File: src/design/byte_line_deque_assert.svh
// Assertion macros for the byte line deque.
// Each macro expects clk_i and rst_ni in the scope where it is used.
`ifndef BYTE_LINE_DEQUE_ASSERT_SVH
`define BYTE_LINE_DEQUE_ASSERT_SVH

// Check that the consequent holds in the same cycle as the antecedent.
`define BLD_ASSERT_IMP(lbl, ante, cons, msg) \
  lbl: assert property (@(posedge clk_i) disable iff (!rst_ni) (ante) |-> (cons)) \
    else $error(msg);

// Check that the consequent holds in the cycle after the antecedent.
`define BLD_ASSERT_NXT(lbl, ante, cons, msg) \
  lbl: assert property (@(posedge clk_i) disable iff (!rst_ni) (ante) |=> (cons)) \
    else $error(msg);

`endif

File: src/design/bld_pkg.sv
// Shared types, constants and index helpers for the byte line deque.
// No dependencies; used by byte_line_deque.
package bld_pkg;

  localparam int unsigned DEPTH = 64;
  localparam int unsigned AW    = $clog2(DEPTH);
  localparam int unsigned CW    = $clog2(DEPTH + 1);

  localparam logic [7:0] CH_CR = 8'h0D;
  localparam logic [7:0] CH_LF = 8'h0A;

  typedef logic [AW-1:0] idx_t;
  typedef logic [CW-1:0] cnt_t;
  typedef logic [CW:0]   sum_t;

  typedef enum logic [2:0] {
    MODE_PUSH_BACK  = 3'd0,
    MODE_PUSH_FRONT = 3'd1,
    MODE_POP        = 3'd2,
    MODE_PEEK       = 3'd3,
    MODE_LINE_QUERY = 3'd4,
    MODE_READ_LINE  = 3'd5,
    MODE_FLUSH      = 3'd6
  } mode_e;

  typedef enum logic [2:0] {
    ST_IDLE,
    ST_FETCH,
    ST_SCAN,
    ST_COMP,
    ST_EMIT
  } state_e;

  typedef struct packed {
    logic [2:0] mode;
    logic [7:0] data_byte;
  } item_t;

  typedef struct packed {
    logic [7:0] out_byte;
    logic       byte_valid;
    logic       ok;
    logic       last;
    logic [6:0] fill_count;
    logic [6:0] line_length;
  } res_t;

  // Advance an index by one with wrap at DEPTH.
  function automatic idx_t idx_inc(idx_t i);
    return (i == idx_t'(DEPTH - 1)) ? '0 : i + idx_t'(1);
  endfunction

  // Step an index back by one with wrap at DEPTH.
  function automatic idx_t idx_dec(idx_t i);
    return (i == '0) ? idx_t'(DEPTH - 1) : i - idx_t'(1);
  endfunction

  // Add a count of at most DEPTH to an index with wrap at DEPTH.
  function automatic idx_t idx_add(idx_t i, cnt_t a);
    sum_t s;
    s = sum_t'(i) + sum_t'(a);
    if (s >= sum_t'(DEPTH)) begin
      s = s - sum_t'(DEPTH);
    end
    return s[AW-1:0];
  endfunction

  function automatic logic is_term(logic [7:0] b);
    return (b == CH_CR) || (b == CH_LF);
  endfunction

endpackage

File: src/design/bld_ram.sv
// Generic single-write, single-read synchronous RAM with registered read data.
// No dependencies.
module bld_ram #(
  parameter int unsigned DEPTH_P = 64,
  parameter int unsigned WIDTH_P = 8
) (
  input  logic                       clk_i,
  input  logic                       we_i,
  input  logic [$clog2(DEPTH_P)-1:0] waddr_i,
  input  logic [WIDTH_P-1:0]         wdata_i,
  input  logic [$clog2(DEPTH_P)-1:0] raddr_i,
  output logic [WIDTH_P-1:0]         rdata_o
);

  logic [WIDTH_P-1:0] mem_q [DEPTH_P];

  // Write port.
  always_ff @(posedge clk_i) begin
    if (we_i) begin
      mem_q[waddr_i] <= wdata_i;
    end
  end

  // Read port, registered.
  always_ff @(posedge clk_i) begin
    rdata_o <= mem_q[raddr_i];
  end

endmodule

File: src/design/byte_line_deque.sv
// Byte line deque: pushes, flush and items on an empty store answer straight from idle; pop and peek
// read the front byte in a fetch state. Line query scans the held bytes in a scan state (up to the held count).
// Read line scans the same way, checks the follow-on terminator in a compare state
// when bytes remain, then streams one line byte per cycle; the RAM read port sets the pace.
// Results are registered, appear in the cycle after the cycle that produces them and cannot be stalled;
// busy_o stays high until then. Reset clears indices, count and control, not the store.
module byte_line_deque (
  input  logic           clk_i,
  input  logic           rst_ni,
  input  logic           start_i,
  input  bld_pkg::item_t item_i,
  output logic           busy_o,
  output logic           res_valid_o,
  output bld_pkg::res_t  res_o
);

  bld_pkg::state_e state_q, state_d;
  bld_pkg::idx_t   rd_q, rd_d, wr_q, wr_d, ptr_q, ptr_d;
  bld_pkg::cnt_t   cnt_q, cnt_d, n_q, n_d, drop_q, drop_d, left_q, left_d;
  logic            consume_q, consume_d;
  logic [7:0]      term_q, term_d;
  bld_pkg::res_t   res_q, res_d;
  logic            res_valid_q, res_valid_d;

  logic            mem_we;
  bld_pkg::idx_t   mem_waddr, mem_raddr;
  logic [7:0]      mem_wdata, mem_rdata;

  logic            emit_go;
  bld_pkg::cnt_t   drop_c;
  logic [7:0]      comp_c;

  bld_ram #(
    .DEPTH_P (bld_pkg::DEPTH),
    .WIDTH_P (8)
  ) u_ram (
    .clk_i   (clk_i),
    .we_i    (mem_we),
    .waddr_i (mem_waddr),
    .wdata_i (mem_wdata),
    .raddr_i (mem_raddr),
    .rdata_o (mem_rdata)
  );

  // Hold control state and result register.
  always_ff @(posedge clk_i or negedge rst_ni) begin
    if (!rst_ni) begin
      state_q     <= bld_pkg::ST_IDLE;
      rd_q        <= '0;
      wr_q        <= '0;
      cnt_q       <= '0;
      res_valid_q <= 1'b0;
    end else begin
      state_q     <= state_d;
      rd_q        <= rd_d;
      wr_q        <= wr_d;
      cnt_q       <= cnt_d;
      res_valid_q <= res_valid_d;
    end
  end

  // Hold working values of the current item.
  always_ff @(posedge clk_i) begin
    ptr_q     <= ptr_d;
    n_q       <= n_d;
    drop_q    <= drop_d;
    left_q    <= left_d;
    consume_q <= consume_d;
    term_q    <= term_d;
    res_q     <= res_d;
  end

  // Sequence each item through the RAM.
  always_comb begin
    state_d     = state_q;
    rd_d        = rd_q;
    wr_d        = wr_q;
    cnt_d       = cnt_q;
    ptr_d       = ptr_q;
    n_d         = n_q;
    drop_d      = drop_q;
    left_d      = left_q;
    consume_d   = consume_q;
    term_d      = term_q;
    res_d       = '0;
    res_valid_d = 1'b0;
    mem_we      = 1'b0;
    mem_waddr   = wr_q;
    mem_wdata   = item_i.data_byte;
    mem_raddr   = ptr_q;
    emit_go     = 1'b0;
    drop_c      = n_q;
    comp_c      = (term_q == bld_pkg::CH_LF) ? bld_pkg::CH_CR : bld_pkg::CH_LF;

    case (state_q)
      bld_pkg::ST_IDLE: begin
        if (start_i) begin
          res_d.last       = 1'b1;
          res_d.fill_count = 7'(cnt_q);
          case (item_i.mode)
            bld_pkg::MODE_PUSH_BACK: begin
              res_valid_d = 1'b1;
              if (cnt_q != bld_pkg::cnt_t'(bld_pkg::DEPTH)) begin
                mem_we           = 1'b1;
                mem_waddr        = wr_q;
                wr_d             = bld_pkg::idx_inc(wr_q);
                cnt_d            = cnt_q + bld_pkg::cnt_t'(1);
                res_d.ok         = 1'b1;
                res_d.fill_count = 7'(cnt_q + bld_pkg::cnt_t'(1));
              end
            end
            bld_pkg::MODE_PUSH_FRONT: begin
              res_valid_d = 1'b1;
              if (cnt_q != bld_pkg::cnt_t'(bld_pkg::DEPTH)) begin
                mem_we           = 1'b1;
                mem_waddr        = bld_pkg::idx_dec(rd_q);
                rd_d             = bld_pkg::idx_dec(rd_q);
                cnt_d            = cnt_q + bld_pkg::cnt_t'(1);
                res_d.ok         = 1'b1;
                res_d.fill_count = 7'(cnt_q + bld_pkg::cnt_t'(1));
              end
            end
            bld_pkg::MODE_POP, bld_pkg::MODE_PEEK: begin
              if (cnt_q == '0) begin
                res_valid_d = 1'b1;
              end else begin
                mem_raddr = rd_q;
                consume_d = (item_i.mode == bld_pkg::MODE_POP);
                state_d   = bld_pkg::ST_FETCH;
              end
            end
            bld_pkg::MODE_LINE_QUERY, bld_pkg::MODE_READ_LINE: begin
              if (cnt_q == '0) begin
                res_valid_d = 1'b1;
              end else begin
                mem_raddr = rd_q;
                ptr_d     = bld_pkg::idx_inc(rd_q);
                n_d       = bld_pkg::cnt_t'(1);
                consume_d = (item_i.mode == bld_pkg::MODE_READ_LINE);
                state_d   = bld_pkg::ST_SCAN;
              end
            end
            bld_pkg::MODE_FLUSH: begin
              res_valid_d      = 1'b1;
              rd_d             = '0;
              wr_d             = '0;
              cnt_d            = '0;
              res_d.ok         = 1'b1;
              res_d.fill_count = '0;
            end
            default: begin
              res_valid_d = 1'b1;
            end
          endcase
        end
      end

      // Deliver the front byte; drop it for a pop.
      bld_pkg::ST_FETCH: begin
        res_valid_d      = 1'b1;
        res_d.out_byte   = mem_rdata;
        res_d.byte_valid = 1'b1;
        res_d.ok         = 1'b1;
        res_d.last       = 1'b1;
        res_d.fill_count = 7'(cnt_q);
        if (consume_q) begin
          rd_d             = bld_pkg::idx_inc(rd_q);
          cnt_d            = cnt_q - bld_pkg::cnt_t'(1);
          res_d.fill_count = 7'(cnt_q - bld_pkg::cnt_t'(1));
        end
        state_d = bld_pkg::ST_IDLE;
      end

      // Walk the held bytes one per cycle looking for CR or LF.
      bld_pkg::ST_SCAN: begin
        if (bld_pkg::is_term(mem_rdata)) begin
          if (!consume_q) begin
            res_valid_d       = 1'b1;
            res_d.ok          = 1'b1;
            res_d.last        = 1'b1;
            res_d.fill_count  = 7'(cnt_q);
            res_d.line_length = 7'(n_q);
            state_d           = bld_pkg::ST_IDLE;
          end else begin
            term_d = mem_rdata;
            if (cnt_q != n_q) begin
              state_d = bld_pkg::ST_COMP;
            end else begin
              emit_go = 1'b1;
            end
          end
        end else if (n_q == cnt_q) begin
          res_valid_d      = 1'b1;
          res_d.last       = 1'b1;
          res_d.fill_count = 7'(cnt_q);
          state_d          = bld_pkg::ST_IDLE;
        end else begin
          ptr_d = bld_pkg::idx_inc(ptr_q);
          n_d   = n_q + bld_pkg::cnt_t'(1);
        end
      end

      // Drop a complementary terminator that directly follows.
      bld_pkg::ST_COMP: begin
        emit_go = 1'b1;
        if (mem_rdata == comp_c) begin
          drop_c = n_q + bld_pkg::cnt_t'(1);
        end
      end

      // Stream line bytes, one per cycle.
      bld_pkg::ST_EMIT: begin
        res_valid_d      = 1'b1;
        res_d.out_byte   = mem_rdata;
        res_d.byte_valid = 1'b1;
        res_d.ok         = 1'b1;
        res_d.last       = (left_q == bld_pkg::cnt_t'(1));
        res_d.fill_count = 7'(cnt_q - drop_q);
        ptr_d            = bld_pkg::idx_inc(ptr_q);
        left_d           = left_q - bld_pkg::cnt_t'(1);
        if (left_q == bld_pkg::cnt_t'(1)) begin
          rd_d    = bld_pkg::idx_add(rd_q, drop_q);
          cnt_d   = cnt_q - drop_q;
          state_d = bld_pkg::ST_IDLE;
        end
      end

      default: begin
        state_d = bld_pkg::ST_IDLE;
      end
    endcase

    // Begin line delivery once the dropped length is known.
    if (emit_go) begin
      drop_d = drop_c;
      if (n_q == bld_pkg::cnt_t'(1)) begin
        res_valid_d      = 1'b1;
        res_d.ok         = 1'b1;
        res_d.last       = 1'b1;
        res_d.fill_count = 7'(cnt_q - drop_c);
        rd_d             = bld_pkg::idx_add(rd_q, drop_c);
        cnt_d            = cnt_q - drop_c;
        state_d          = bld_pkg::ST_IDLE;
      end else begin
        mem_raddr = rd_q;
        ptr_d     = bld_pkg::idx_inc(rd_q);
        left_d    = n_q - bld_pkg::cnt_t'(1);
        state_d   = bld_pkg::ST_EMIT;
      end
    end
  end

  assign busy_o      = (state_q != bld_pkg::ST_IDLE);
  assign res_valid_o = res_valid_q;
  assign res_o       = res_q;

  `include "byte_line_deque_assert.svh"

  `BLD_ASSERT_IMP(a_cnt_max, 1'b1, cnt_q <= bld_pkg::cnt_t'(bld_pkg::DEPTH), "count above depth")
  `BLD_ASSERT_IMP(a_idx_track, 1'b1, bld_pkg::idx_add(rd_q, cnt_q) == wr_q, "indices out of step")
  `BLD_ASSERT_NXT(a_line_burst, res_valid_q && !res_q.last, res_valid_q, "line burst broken")
  `BLD_ASSERT_NXT(a_accept_prog, start_i && !busy_o, res_valid_q || busy_o, "accepted item lost")
  `BLD_ASSERT_IMP(a_byte_ok, res_valid_q && res_q.byte_valid, res_q.ok, "byte without ok")

endmodule
File: config.mk
export PLATFORM = sky130hd
export DESIGN_NAME = byte_line_deque
export DESIGN_NICKNAME = d
export VERILOG_FILES = /design/src/design/bld_pkg.sv /design/src/design/bld_ram.sv /design/src/design/byte_line_deque.sv
export VERILOG_INCLUDE_DIRS = /design/src /design/src/design
export SDC_FILE = /design/constraint.sdc
export NUM_CORES = 1
export LEC_CHECK = 0
export BUFFER_PORTS_ARGS = -buffer_cell sky130_fd_sc_hd__buf_4
export CORE_AREA = 2 2 298 300
export CTS_BUF_LIST = sky130_fd_sc_hd__clkbuf_8
export CTS_CLUSTER_SIZE = 10
export DETAILED_ROUTE_END_ITERATION = 12
export DIE_AREA = 0 0 300 302
export SYNTH_ARGS = -nofsm -noshare
export SYNTH_HDL_FRONTEND = slang
export SYNTH_HIERARCHICAL = 1
export SYNTH_SLANG_ARGS = --single-unit
File: constraint.sdc
create_clock -name clk_i -period 4.6 [get_ports clk_i]
set_input_delay 0.46 -clock clk_i [delete_from_list [all_inputs] [get_ports clk_i]]
set_output_delay 0.46 -clock clk_i [all_outputs]
set_load 0.02 [all_outputs]
Word level (Yosys, flattened, before mapping):

Memory sizes are Yosys's and may differ from the RTL's. A register that Yosys moved wholly into a read port is not among the register bits.
Cells that the tools add are included.

* add/sub/neg operators: 15
* order comparisons: 2
* eq/ne operators: 38
* mux-type cells: 98
* bitwise gates (word level): 2
* reductions and logical operators: 20

Operators with widths (number)
* 6-bit 2-to-1 mux: 30
* 7-bit 2-to-1 mux: 16
* 6-bit case mux with 3 select lines: 2
* 9-bit case mux with 4 select lines: 1
* 3-bit 2-to-1 mux: 11
* 7-bit case mux with 2 select lines: 2
* 9-bit 2-to-1 mux: 3
* 8-bit by 4-bit equality test with 1-bit output, second input constant: 3
* 6-bit case mux with 2 select lines: 2
* 1-bit 2-to-1 mux: 21
* 7-bit case mux with 3 select lines: 1
* 7-bit by 1-bit subtractor with 7-bit output, second input constant: 3
* 6-bit by 1-bit adder with 6-bit output, second input constant: 3
* 6-bit equality test, second input constant: 3
* 6-bit by 1-bit subtractor with 6-bit output, second input constant: 3
* 6-bit by 7-bit adder with 8-bit output: 2
* 8-bit by 7-bit >= comparator with 1-bit output, second input constant: 2
* 16-bit 2-to-1 mux: 1
* 8-bit 2-to-1 mux: 2
* 2-bit inequality test, second input constant: 8
* 7-bit by 1-bit adder with 7-bit output, second input constant: 2
* 7-bit by 1-bit equality test with 1-bit output, second input constant: 2
* 7-bit subtractor: 2
* 3-bit by 2-bit equality test with 1-bit output, second input constant: 4
* 30 further kinds: 46

* register bits after elaboration: 84
* memory bits (writable): 512
* input port bits: 14
* output and inout bits: 27
* logic and storage cells: 193
* memories kept: 1

Memories
* u_ram.mem_q: depth 64, bits a word 8, read ports 1, clocked after Yosys merged registers in 1, wr ports 1, line bld_ram.sv:15 `logic [WIDTH_P-1:0] mem_q [DEPTH_P];`

Longest topological paths before layout:

Gate-level depths: netlist (run 1).

* depth in word-level cells: 10
* depth in mapped cells: 19

By module:

Netlist (run 1), hierarchy kept.

By module, submodules not included
* bld_ram: instances 1, cells an instance 972, area each 20190.6 µm², sequential area each 15534.9 µm²
* byte_line_deque: instances 1, cells an instance 695, area each 5901.9 µm², sequential area each 2026.9 µm²

Worst setup path before layout (run 1):

No wires, ideal clock.

* path type: register to register
* start point: reg cnt_q[1]
* end point: reg u_ram.rdata_o[7], read port of u_ram.mem_q
* library setup time: 0.131 ns
* arrival time: 3.977 ns
* required time: 4.469 ns
* slack: 0.491 ns
* cell stages (with the launch flop): 16
* buffers on the path: 4
* cell sequence: dfrtp_1 -> clkbuf_1 -> xor2_1 -> nor4_1 -> nand4_1 -> o21bai_1 -> nor2b_1 -> clkbuf_1 -> nor2_1 -> o21ai_0 -> buf_6 -> buf_6 -> mux4_2 -> mux4_2 -> o2111ai_1 -> o41ai_1

* elaborated cells on any way between the ends: 12
* those cells by class: 1 x eq/ne; 10 x mux; 1 x reduce/logical

RTL lines
* from (decl): line byte_line_deque.sv:19 `bld_pkg::cnt_t cnt_q, cnt_d, n_q, n_d, drop_q, drop_d, left_q, left_d;`
* from (signal assigned): line byte_line_deque.sv:57 `cnt_q <= cnt_d;`
* 7-bit inequality test: line byte_line_deque.sv:186 `if (cnt_q != n_q) begin`
* 1-bit 2-to-1 mux: line byte_line_deque.sv:186
* 1-bit 2-to-1 mux: line byte_line_deque.sv:177 `if (!consume_q) begin`
* 1-bit 2-to-1 mux: line byte_line_deque.sv:176 `if (bld_pkg::is_term(mem_rdata)) begin`
* 1-bit case mux with 2 select lines: line byte_line_deque.sv:95 `case (state_q)`
* named net emit_go: line byte_line_deque.sv:29 `logic emit_go;`
* 6-bit 2-to-1 mux: line byte_line_deque.sv:234 `if (emit_go) begin`
* named net mem_raddr[0]: line byte_line_deque.sv:26 `bld_pkg::idx_t mem_waddr, mem_raddr;`
* to (decl): line bld_ram.sv:12 `output logic [WIDTH_P-1:0] rdata_o`

The timed path passes the listed nets, and every way through them passes these cells.
A chain may end at the register's enable or synchronous reset.

Worst setup path in the final report (run 1):

* start point: reg cnt_q[3]
* end point: reg u_ram.rdata_o[1], read port of u_ram.mem_q

* cells in the longest elaborated chain, start to end: 7
* elaborated cells on any way between the ends: 12
* those cells by class: 1 x eq/ne; 10 x mux; 1 x reduce/logical

Ends and longest elaborated chain
* 7-bit logical NOT: line byte_line_deque.sv:124, byte_line_deque.sv:133
* 6-bit 2-to-1 mux: line byte_line_deque.sv:124, byte_line_deque.sv:133
* 6-bit 2-to-1 mux
* 6-bit 2-to-1 mux: line byte_line_deque.sv:97 `if (start_i) begin`
* 6-bit 2-to-1 mux: line byte_line_deque.sv:95
* 6-bit 2-to-1 mux: line byte_line_deque.sv:236 `if (n_q == bld_pkg::cnt_t'(1)) begin`
* 6-bit 2-to-1 mux *: line byte_line_deque.sv:234
* named net mem_raddr[2]: line byte_line_deque.sv:26

Mark *: on every way through the listed nets, which the timed path passes. The rest lies on a longest branch.

==> results.md, run 1 <==
* Library cells used by synthesis at 85
* Post-layout minimum cycle time at 4.32 ns
* Share of layout cells above drive strength 1 at 0.227
* Commonest non-fill, non-tap cells in the layout: edfxtp_1 (535), nor2_1 (157), buf_4 (145)
* PD cells at approximately 340 nW/um^2
* Later-pin clock latency in the skew report at 0.71 ns
* Setup violations, final at 0
* Area leader, netlist: edfxtp_1
* DRC viols at 0
* Ports at slightly above 40
* Die ar. at approximately 90000 sq um
* Worst setup EP type: flip-flop
* Initial antenna violation count at 1
* Buf+Inv Stages, Crit Path at 3
* Hold Violations, Final at 0
* Ys Warns at 6
* Seq/Total Area, Yosys at 0.673
* Largest net degree at the start of global routing at 65
* Critical path type: flip-flop to flip-flop
* Die Height at 302 um
* Routed wire per std cell at 21.9 um
* Horiz. Die Dim at ~300 um
* Final nets at roughly 1900
* First-pass GRT wire length at 99.8 mm
* Core area at between 80000 and 90000 sq um
* Cell Area, Placed at between 20000 and 30000 sq um
* Final period util at 0.940
* CP arrival at slightly below 5 ns
* Critical Path Slowest Stage Cell: or4_1
* Achievable frequency at between 200 and 250 MHz
* Startpoint types: flip-flop
* Dominant cells by area after synthesis: edfxtp_1 (62%), mux4_2 (11%), dfxtp_1 (3.5%)
* Clock skew at 0.0422 ns
* Max FO, Critical Path at 22
* Vias in the first global route at ~16000
* Yosys top cell area share at 0.616
* Final setup TNS at 0 ns
* Starting DRT DRC Count at between 1500 and 2000
* Vias/cell at 5.11
* Global router's overall resource usage at 0.146
* Num Clock Sinks at just over 600
* Grt total ovfl at 0
* Mapped cell area at about 26000 sq um
* Worst path max stage delay at roughly 0.58 ns
* Slew @ Worst Pin at about 1 ns
* Routed Antenna Nets at 0
* Area Growth Syn to Fin at 15.7%
* Clock Path Buffers at 3
* Yosys reg bits at 604
* Most used DFF post-synth: edfxtp_1
* Clk root buf: clkbuf_8
* Routed vias at between 15000 and 20000
* Critical Path, Cell by Cell: buf_4 > nor4_2 > nand2_1 > o22a_1 > and2_1 > nor2_1 > buf_4 > mux2_2 > buf_4 > nor2b_1 > nand2_1 > o22ai_1 > or4_1 > o211ai_1
* CP Data Required Time at between 5 and 6 ns
* Max Cap Violations at 0
* Num CTS Buffers at 96
* Synth Instances at around 1700
* Worst hold path type: input pin to flip-flop
* Routability-driven placement congestion ratio at approximately 0.90
* Row cnt at between 100 and 150
* Post-Route WL at just under 70 mm
* RSZ-0062 raised after global routing: no
* Post-synth EDFFs at approximately 540
* CP delay by family, top: simple AND/OR/NAND/NOR gates
* Async SR Flop Fraction at 0.0381
* Dpl hpwl at roughly 45 mm
* Initial Util at 0.298
* Syn Nets at between 1500 and 2000
* Cell with the most instances on the worst path: buf_4
* # port buffers at 40
* Detailed Routing Iterations Pass 1 at 8
* Post-route cell area at between 30000 and 40000 sq um
* Outcome: completed
* CTS tree: yes
* Slew margin rel. at 0.313
* Syn Area/Cell at ~16 sq um
* Peak supply drop at 0.167 mV
* Worst-path clk slew at ~0.060 ns
* H-tree Lvls at 3
* Pleak at approximately 0.010 uW
* Max-slew violation count at 0
* Commonest non-fill, non-tap cell in the layout: edfxtp_1
-- where the power goes --
part           switching, uW  internal [uW]
logic                   93.1           11.3
clock network           2130           2100
registers                  0           5960
-- per-layer routing --
layer  vias up  track usage  wire (um)  part of all wire
met5         -            0          0                 0
met4         0       0.0514       2010             0.030
met3       119       0.0271       4390             0.065
met2       598        0.231      31600              0.47
met1      8081        0.203      29300              0.44
li1       6909            -          -                 -
-- path summary, 6_finish.rpt --
check / start / to / slack (ns) / depth (start not counted)
max: cnt_q[3] / u_ram/rdata_o[1] / 0.28 / 14
min: item_i[9] / consume_q / 0.21 / 2
max reg2reg: cnt_q[3] / u_ram/rdata_o[1] / 0.28 / 14
min reg2reg: u_ram/rdata_o[1] / term_q[1] / 0.49 / 0
max in group asynchronous: rst_ni / wr_q[4] / 4.09 / 2
min in group asynchronous: rst_ni / cnt_q[1] / 0.22 / 2
-- sequential cells by signal (all words and copies together) (netlist names) --
| signal | flops |
|---|---|
| term_q | 8 |
| res_valid_o | 1 |
| u_ram/rdata_o | 8 |
| n_q | 7 |
| ptr_q | 6 |
| state_q | 3 |
| rd_q | 6 |
| drop_q | 7 |
| u_ram/mem_q | 512 |
| res_o | 25 |
| cnt_q | 7 |
| consume_q | 1 |
| left_q | 7 |
| wr_q | 6 |
-- area by class of cell --
type / count / area [sq um]
Clock inverter: 72 / 360
Sequential cell: 604 / 17600
Tap cell: 1165 / 1460
Fill cell: 8372 / 57400
Clock buffer: 101 / 1390
Inverter: 40 / 150
Timing Repair Buffer: 156 / 1300
Antenna cell: 4 / 10.0
Multi-Input combinational cell: 932 / 7970
-- cells by family after synthesis --
group,share of synthesized area
adder cells (fa/ha/maj),0.0189
multiplexers,0.118
XOR/XNOR,0.0191
buffers and inverters,0.0232
AO/OA/AOI/OAI,0.0698
AND/OR/NAND/NOR,0.0783
flip-flops,0.673
-- through the flow --
step	power (uW)	hold WS, ns	utilization	instances	setup WS (ns)
after floorplan	6090	0.164	-	1667	0.491
after global placement	6180	0.412	0.324	2891	0.241
after detailed placement	6180	0.419	0.324	2891	0.281
after CTS	10400	0.146	0.344	3065	0.230
after global routing	10700	0.180	0.345	3074	0.104
final	10300	0.210	0.345	3074	0.275
-- cell usage after synthesis, drive strengths merged (20+ instances only) --
cell type,n
a221oi,20
and2,20
mux2i,21
clkbuf,55
edfxtp,535
inv,38
mux4,124
buf,37
xnor2,40
dfxtp,46
nor3,21
nand2,81
o22ai,31
o21ai,47
nor2,157
a21oi,51
nand3,40
dfrtp,23
ha,33
-- repair_timing --
item                       CTS  global route
hold buffers                 1             0
setup endpoints to repair    0             4
hold endpoints to repair    23             0
gates resized for setup      0             1
setup buffers                0             4
Power figures use the tool's default switching activity.
==> inputs of run 2 (changes only) <==
--- a/config.mk
+++ b/config.mk
@@ -12,6 +12,7 @@
 export CTS_CLUSTER_SIZE = 10
 export DETAILED_ROUTE_END_ITERATION = 12
 export DIE_AREA = 0 0 300 302
+export SETUP_SLACK_MARGIN = 0.5
 export SYNTH_ARGS = -nofsm -noshare
 export SYNTH_HDL_FRONTEND = slang
 export SYNTH_HIERARCHICAL = 1
==> run 2 against run 1 <==
Net effect:
- largest power group unchanged
- final area grew 1.1%
- combinational power about the same
- sequential share of layout area down 0.63 points
- register-to-register slack better by 0.36 ns
- die area unchanged
- hold slack lost 0.041 ns
- critical endpoint unchanged
- utilization rose by 0.38 points
- first-iteration DRC count rose by 4.6%
- largest cell class unchanged
- highest routed layer unchanged
==> results.md, run 2 (synthesized netlist as in run 1, its figures left out) <==
* Max Cap Violations at 0 (unchanged)
* CTS tree: yes
* Die ar. at 90600 sq um (unchanged)
* Commonest non-fill, non-tap cells in the layout: edfxtp_1 (535), nor2_1 (149), buf_4 (135)
* Largest net degree at the start of global routing at 69 (+6.2%)
* Setup violations, final at 0 (unchanged)
* Global router's overall resource usage at 0.148 (+0.00200)
* Achievable frequency at 252 MHz (+9.2%)
* Row cnt at 109 (unchanged)
* Worst setup margin at 0.638 ns (+0.363 ns)
* Clock Path Buffers at 3 (unchanged)
* CP Data Required Time at 5.17 ns (about the same)
* Post-layout minimum cycle time at 3.96 ns (-0.363 ns)
* Max reg flops at 512 (unchanged)
* Max-slew violation count at 0 (unchanged)
* Share of layout cells above drive strength 1 at 0.248 (+0.0207)
* CP arrival at 4.53 ns (-0.38 ns)
* Max FO, Critical Path at 68 (+210%)
* Final period util at 0.861 (-0.0789)
* Critical path type: flip-flop to flip-flop
* Clock skew at 0.0395 ns (-0.00269 ns)
* Pleak at 0.0103 uW (+0.67%)
* Worst hold path type: input pin to flip-flop
* Dpl hpwl at 44.1 mm (-0.98%)
* # fillers at 8377 (+0.060%)
* Post-Route WL at 68.6 mm (+2.0%)
* Core area at 87600 sq um (unchanged)
* Vias/cell at 5.17 (+1.1%)
* Worst-path clk slew at 0.07 ns (about the same)
* PD cells at 348 nW/um^2 (+2.0%)
* Routed Antenna Nets at 0 (unchanged)
* Slew @ Worst Pin at 0.990 ns (-0.0320 ns)
* Startpoint types: flip-flop
* Area Growth Syn to Fin at 17.0%
* Final hold slack at 0.169 ns (-0.0406 ns)
* First-pass GRT wire length at 102 mm (+1.8%)
* Grt total ovfl at 0 (unchanged)
* H-tree Lvls at 3 (unchanged)
* Top reg by flops: u_ram/mem_q
* Starting DRT DRC Count at 1669 (+4.6%)
* Horiz. Die Dim at 300 um (unchanged)
* RSZ-0062 raised after global routing: no
* Later-pin clock latency in the skew report at 0.71 ns (about the same)
* Num Clock Sinks at 604 (unchanged)
* Die Height at 302 um (unchanged)
* Worst setup EP type: flip-flop
* Clk root buf: clkbuf_8
* Vias in the first global route at 15800 (+1.3%)
* # port buffers at 40 (unchanged)
* Final setup TNS at 0 ns (unchanged)
* Final nets at 1875 (-0.27%)
* Hold Violations, Final at 0 (unchanged)
* DRC viols at 0 (unchanged)
* Ports at 41 (unchanged)
* Initial antenna violation count at 1 (unchanged)
* Routability-driven placement congestion ratio at 0.897 (-0.18%)
* Num CTS Buffers at 96 (unchanged)
* Peak supply drop at 0.198 mV (+19%)
* Commonest non-fill, non-tap cell in the layout: edfxtp_1
* Routed wire per std cell at 22.3 um (+2.0%)
* Initial Util at 0.298 (unchanged)
* Outcome: completed
* Post-Place Worst Slack at 0.244 ns (-0.0371 ns)
* Detailed Routing Iterations Pass 1 at 6 (-2)
* Routed vias at 15900 (+1.1%)
* Slew margin rel. at 0.335 (+0.0215)
[run 2: cell types whose count changed in the layout (fill, tap and decap cells not counted), sizes merged]
cell	previous run	this run
clkinv	35	40
bufbuf	0	1
bufinv	1	3
clkbuf	101	114
buf	155	146
clkinvlp	0	5
diode	4	1
inv	76	61
[run 2: layout make-up]
class                      count  area, sq um  share of cell area
timing repair buffer         151         1350              0.0443
inverter                      40          150             0.00492
multi-input combinational    932         8080               0.265
clock buffer                 111         1530              0.0500
antenna                        1         2.50           0.0000820
sequential                   604        17600               0.575
clock inverter                69          399              0.0131
tap                         1165         1460              0.0477
[run 2: report_power, final]
group	total, uW	switching [uW]	internal, uW
clock	4560	2170	2390
sequential	5960	0	5960
combinational	105	93.6	11.3
total	10600	2260	8360
[run 2: path summary, 6_finish.rpt]
path	start	end	slack (ns)	cells past startpoint
setup reg to reg	cnt_q[5]	u_ram/rdata_o[1]	0.64	13
hold / removal	item_i[9]	consume_q	0.17	2
max in group asynchronous	rst_ni	cnt_q[0]	4.08	2
setup / recovery	cnt_q[5]	u_ram/rdata_o[1]	0.64	13
hold reg to reg	u_ram/rdata_o[1]	term_q[1]	0.51	0
min in group asynchronous	rst_ni	cnt_q[5]	0.21	2
[run 2: per-stage QoR]
step	power (uW)	instance area [sq um]	instances	util
after global routing	11000	30500	3073	0.349
after CTS	10700	30300	3061	0.346
final	10600	30500	3073	0.349
after global placement	6170	28200	2876	0.323
after detailed placement	6180	28200	2876	0.323
after floorplan	6090	26100	1667	-
[run 2: worst max-delay path, cell delays in order, from the launching register on]
cell	delay, ns
dfrtp_2	0.51
nor4_4	0.33
nand2_1	0.13
o22a_1	0.24
and2_1	0.20
nor2_1	0.16
buf_6	0.19
mux2_2	0.38
buf_12	0.23
nor2b_2	0.26
nand2_2	0.14
o22ai_1	0.11
or4_1	0.56
o211ai_1	0.37
[run 2: repair_timing]
item / CTS / global route
setup buffers: 2 / 8
gates resized for setup: 8 / 28
endpoints found under the setup margin: 19 / 133
hold buffers: 1 / 0
hold endpoints to repair: 23 / 0
gates cloned: 2 / 3
pin swaps: 3 / 3
[run 2: metal layers]
layer  routed length, um  share of wire  GRT usage
met5                   0              0          0
met4                2040          0.030     0.0514
met2               32100           0.47      0.236
met1               29400           0.43      0.203
met3                5050          0.074     0.0302
==> inputs of run 3 (changes only) <==
--- a/config.mk
+++ b/config.mk
@@ -12,6 +12,7 @@
 export CTS_CLUSTER_SIZE = 10
 export DETAILED_ROUTE_END_ITERATION = 12
 export DIE_AREA = 0 0 300 302
+export RECOVER_POWER = 100
 export SETUP_SLACK_MARGIN = 0.5
 export SYNTH_ARGS = -nofsm -noshare
 export SYNTH_HDL_FRONTEND = slang
==> run 3 against run 2 <==
Net effect:
- the run now ends with max-capacitance violations, max-slew violations left
- routed wire length rose by 0.29%
- non-clock buffer count did not move
- largest cell class unchanged
- clock skew is 0.0020 ns higher
- largest power group unchanged
- clock power barely moved
- first-iteration DRC count decreased by 5.6%
- clock-buffer cell count unchanged
- register-to-register slack lost 0.25 ns
- flip-flop and latch count did not move
- power hardly changed
==> results.md, run 3 (synthesized netlist as in run 1, its figures left out) <==
* Max reg flops at 512 (unchanged)
* Clock skew at 0.0415 ns (+0.00204 ns)
* Starting DRT DRC Count at 1575 (-5.6%)
* Commonest non-fill, non-tap cells in the layout: edfxtp_1 (535), nor2_1 (150), mux4_2 (124)
* Global router's overall resource usage at 0.148 (unchanged)
* CP arrival at 4.51 ns (-0.02 ns)
* Vias/cell at 5.20 (+0.59%)
* Commonest non-fill, non-tap cell in the layout: edfxtp_1
* Row cnt at 109 (unchanged)
* GR Layer Usage met2 at 0.236 (unchanged)
* PD cells at 352 nW/um^2 (+1.2%)
* Util after Layout at 0.345 (-0.00383)
* Die Height at 302 um (unchanged)
* First-pass GRT wire length at 102 mm (unchanged)
* Critical Path, Cell by Cell: inv_1 > ha_1 > and3_1 > clkbuf_1 > nor4_1 > clkbuf_1 > nand3_1 > clkbuf_1 > nor2_1
* Finished Layout Cells at 3074 (+0.033%)
* Post-layout minimum cycle time at 4.21 ns (+0.245 ns)
* Largest net degree at the start of global routing at 69 (unchanged)
* CP delay by family, top: simple AND/OR/NAND/NOR gates
* Final nets at 1875 (unchanged)
* Routing usage on met1 at 0.203 (unchanged)
* GR peak layer: met2
* CP Data Required Time at 4.90 ns (-0.27 ns)
* Initial Util at 0.298 (unchanged)
* Post-Place Worst Slack at 0.244 ns (unchanged)
* Routed vias at 16000 (+0.62%)
* Met3 Use GR at 0.0302 (unchanged)
* Num CTS Buffers at 96 (unchanged)
* Critical Path Slowest Stage Cell: nor4_1
* Later-pin clock latency in the skew report at 0.71 ns (about the same)
* Area Growth Syn to Fin at 15.7%
* Vias in the first global route at 15800 (unchanged)
* Pleak at 0.00998 uW (-3.3%)
* Post-Place Cells at 2876 (unchanged)
* Share of layout cells above drive strength 1 at 0.201 (-0.0467)
* H-tree Lvls at 3 (unchanged)
* Outcome: complete, but fails checks
* DRC viols at 0 (unchanged)
* Routed Antenna Nets at 0 (unchanged)
* Cell with the most instances on the worst path: clkbuf_1
* Clock Path Buffers at 3 (unchanged)
* Max FO, Critical Path at 9 (-87%)
* Total Power at 10600 uW (about the same)
* Core area at 87600 sq um (unchanged)
* Slew @ Worst Pin at 3.17 ns (+2.18 ns)
* Clk root buf: clkbuf_8
* Violated checks: max-capacitance violations, max-slew violations
* Max Cap Violations at 9 (+9)
* Detailed Routing Iterations Pass 1 at 6 (unchanged)
* Hold Violations, Final at 0 (unchanged)
* Max-slew violation count at 544 (+544)
* # port buffers at 40 (unchanged)
* Slew margin rel. at -1.11 (-1.45)
* Final period util at 0.914 (+0.0533)
* Dpl hpwl at 44.1 mm (unchanged)
* Critical path type: flip-flop to flip-flop
* Startpoint types: flip-flop
* Die ar. at 90600 sq um (unchanged)
* Achievable frequency at 238 MHz (-5.8%)
* Initial antenna violation count at 1 (unchanged)
* Buf+Inv Stages, Crit Path at 4 (+2)
* Worst setup margin at 0.393 ns (-0.245 ns)
* Final setup TNS at 0 ns (unchanged)
* Num Clock Sinks at 604 (unchanged)
* Setup violations, final at 0 (unchanged)
* Worst hold path type: input pin to flip-flop
* CTS tree: yes
* Routability-driven placement congestion ratio at 0.897 (unchanged)
* Ports at 41 (unchanged)
* Post-Route WL at 68.8 mm (+0.29%)
* Routed wire per std cell at 22.4 um (+0.25%)
* Top reg by flops: u_ram/mem_q
* Horiz. Die Dim at 300 um (unchanged)
* Worst path max stage delay at 0.81 ns (+0.25 ns)
* Worst-path clk slew at 0.06 ns (about the same)
* RSZ-0062 raised after global routing: no
* Worst setup EP type: flip-flop
* Peak supply drop at 0.199 mV (about the same)
* Grt total ovfl at 0 (unchanged)
-- run 3: layout make-up --
cell class / instances / area, sq um
clock buffers: 111 / 1530
repair buffers: 151 / 1060
inverters: 40 / 150
fillers: 8460 / 57400
well taps: 1165 / 1460
diodes: 2 / 5.00
multi-input cells: 932 / 8030
clock inverters: 69 / 399
flip-flops and latches: 604 / 17600
-- run 3: path summary, 6_finish.rpt --
| kind | from | end | slack, ns | depth (start not counted) |
|---|---|---|---|---|
| setup reg to reg | cnt_q[0] | u_ram/mem_q[1][2] | 0.39 | 9 |
| setup / recovery | cnt_q[0] | u_ram/mem_q[1][2] | 0.39 | 9 |
| max in group asynchronous | rst_ni | cnt_q[5] | 2.95 | 2 |
| hold reg to reg | u_ram/rdata_o[2] | term_q[2] | 0.50 | 0 |
| hold / removal | item_i[9] | consume_q | 0.17 | 2 |
| min in group asynchronous | rst_ni | cnt_q[5] | 0.66 | 2 |
-- run 3: metrics by stage --
step,cell area [sq um],hold slack [ns]
after floorplan,26100,0.164
after global placement,28200,0.389
after detailed placement,28200,0.401
after CTS,30300,0.109
after global routing,30200,0.167
final,30200,0.172
-- run 3: repair_timing --
| item | CTS | global route |
|---|---|---|
| endpoints found under the setup margin | 19 | 133 |
| endpoints found under the hold margin | 23 | 0 |
| gates cloned | 2 | 3 |
| pin swaps | 3 | 3 |
| setup buffers | 2 | 8 |
| resized for setup | 8 | 28 |
| hold buffers | 1 | 0 |
-- run 3: layer usage --
layer / wire length (um) / vias up / share of wire
met1: 29500 / 8242 / 0.43
met2: 32300 / 692 / 0.47
met5: 0 / - / 0
met4: 2020 / 0 / 0.029
met3: 5020 / 142 / 0.073
li1: - / 6905 / -
-- run 3: where the power goes --
part / internal, uW / switching [uW]
clock network: 2390 / 2170
logic: 7.11 / 93.3
registers: 5970 / 0
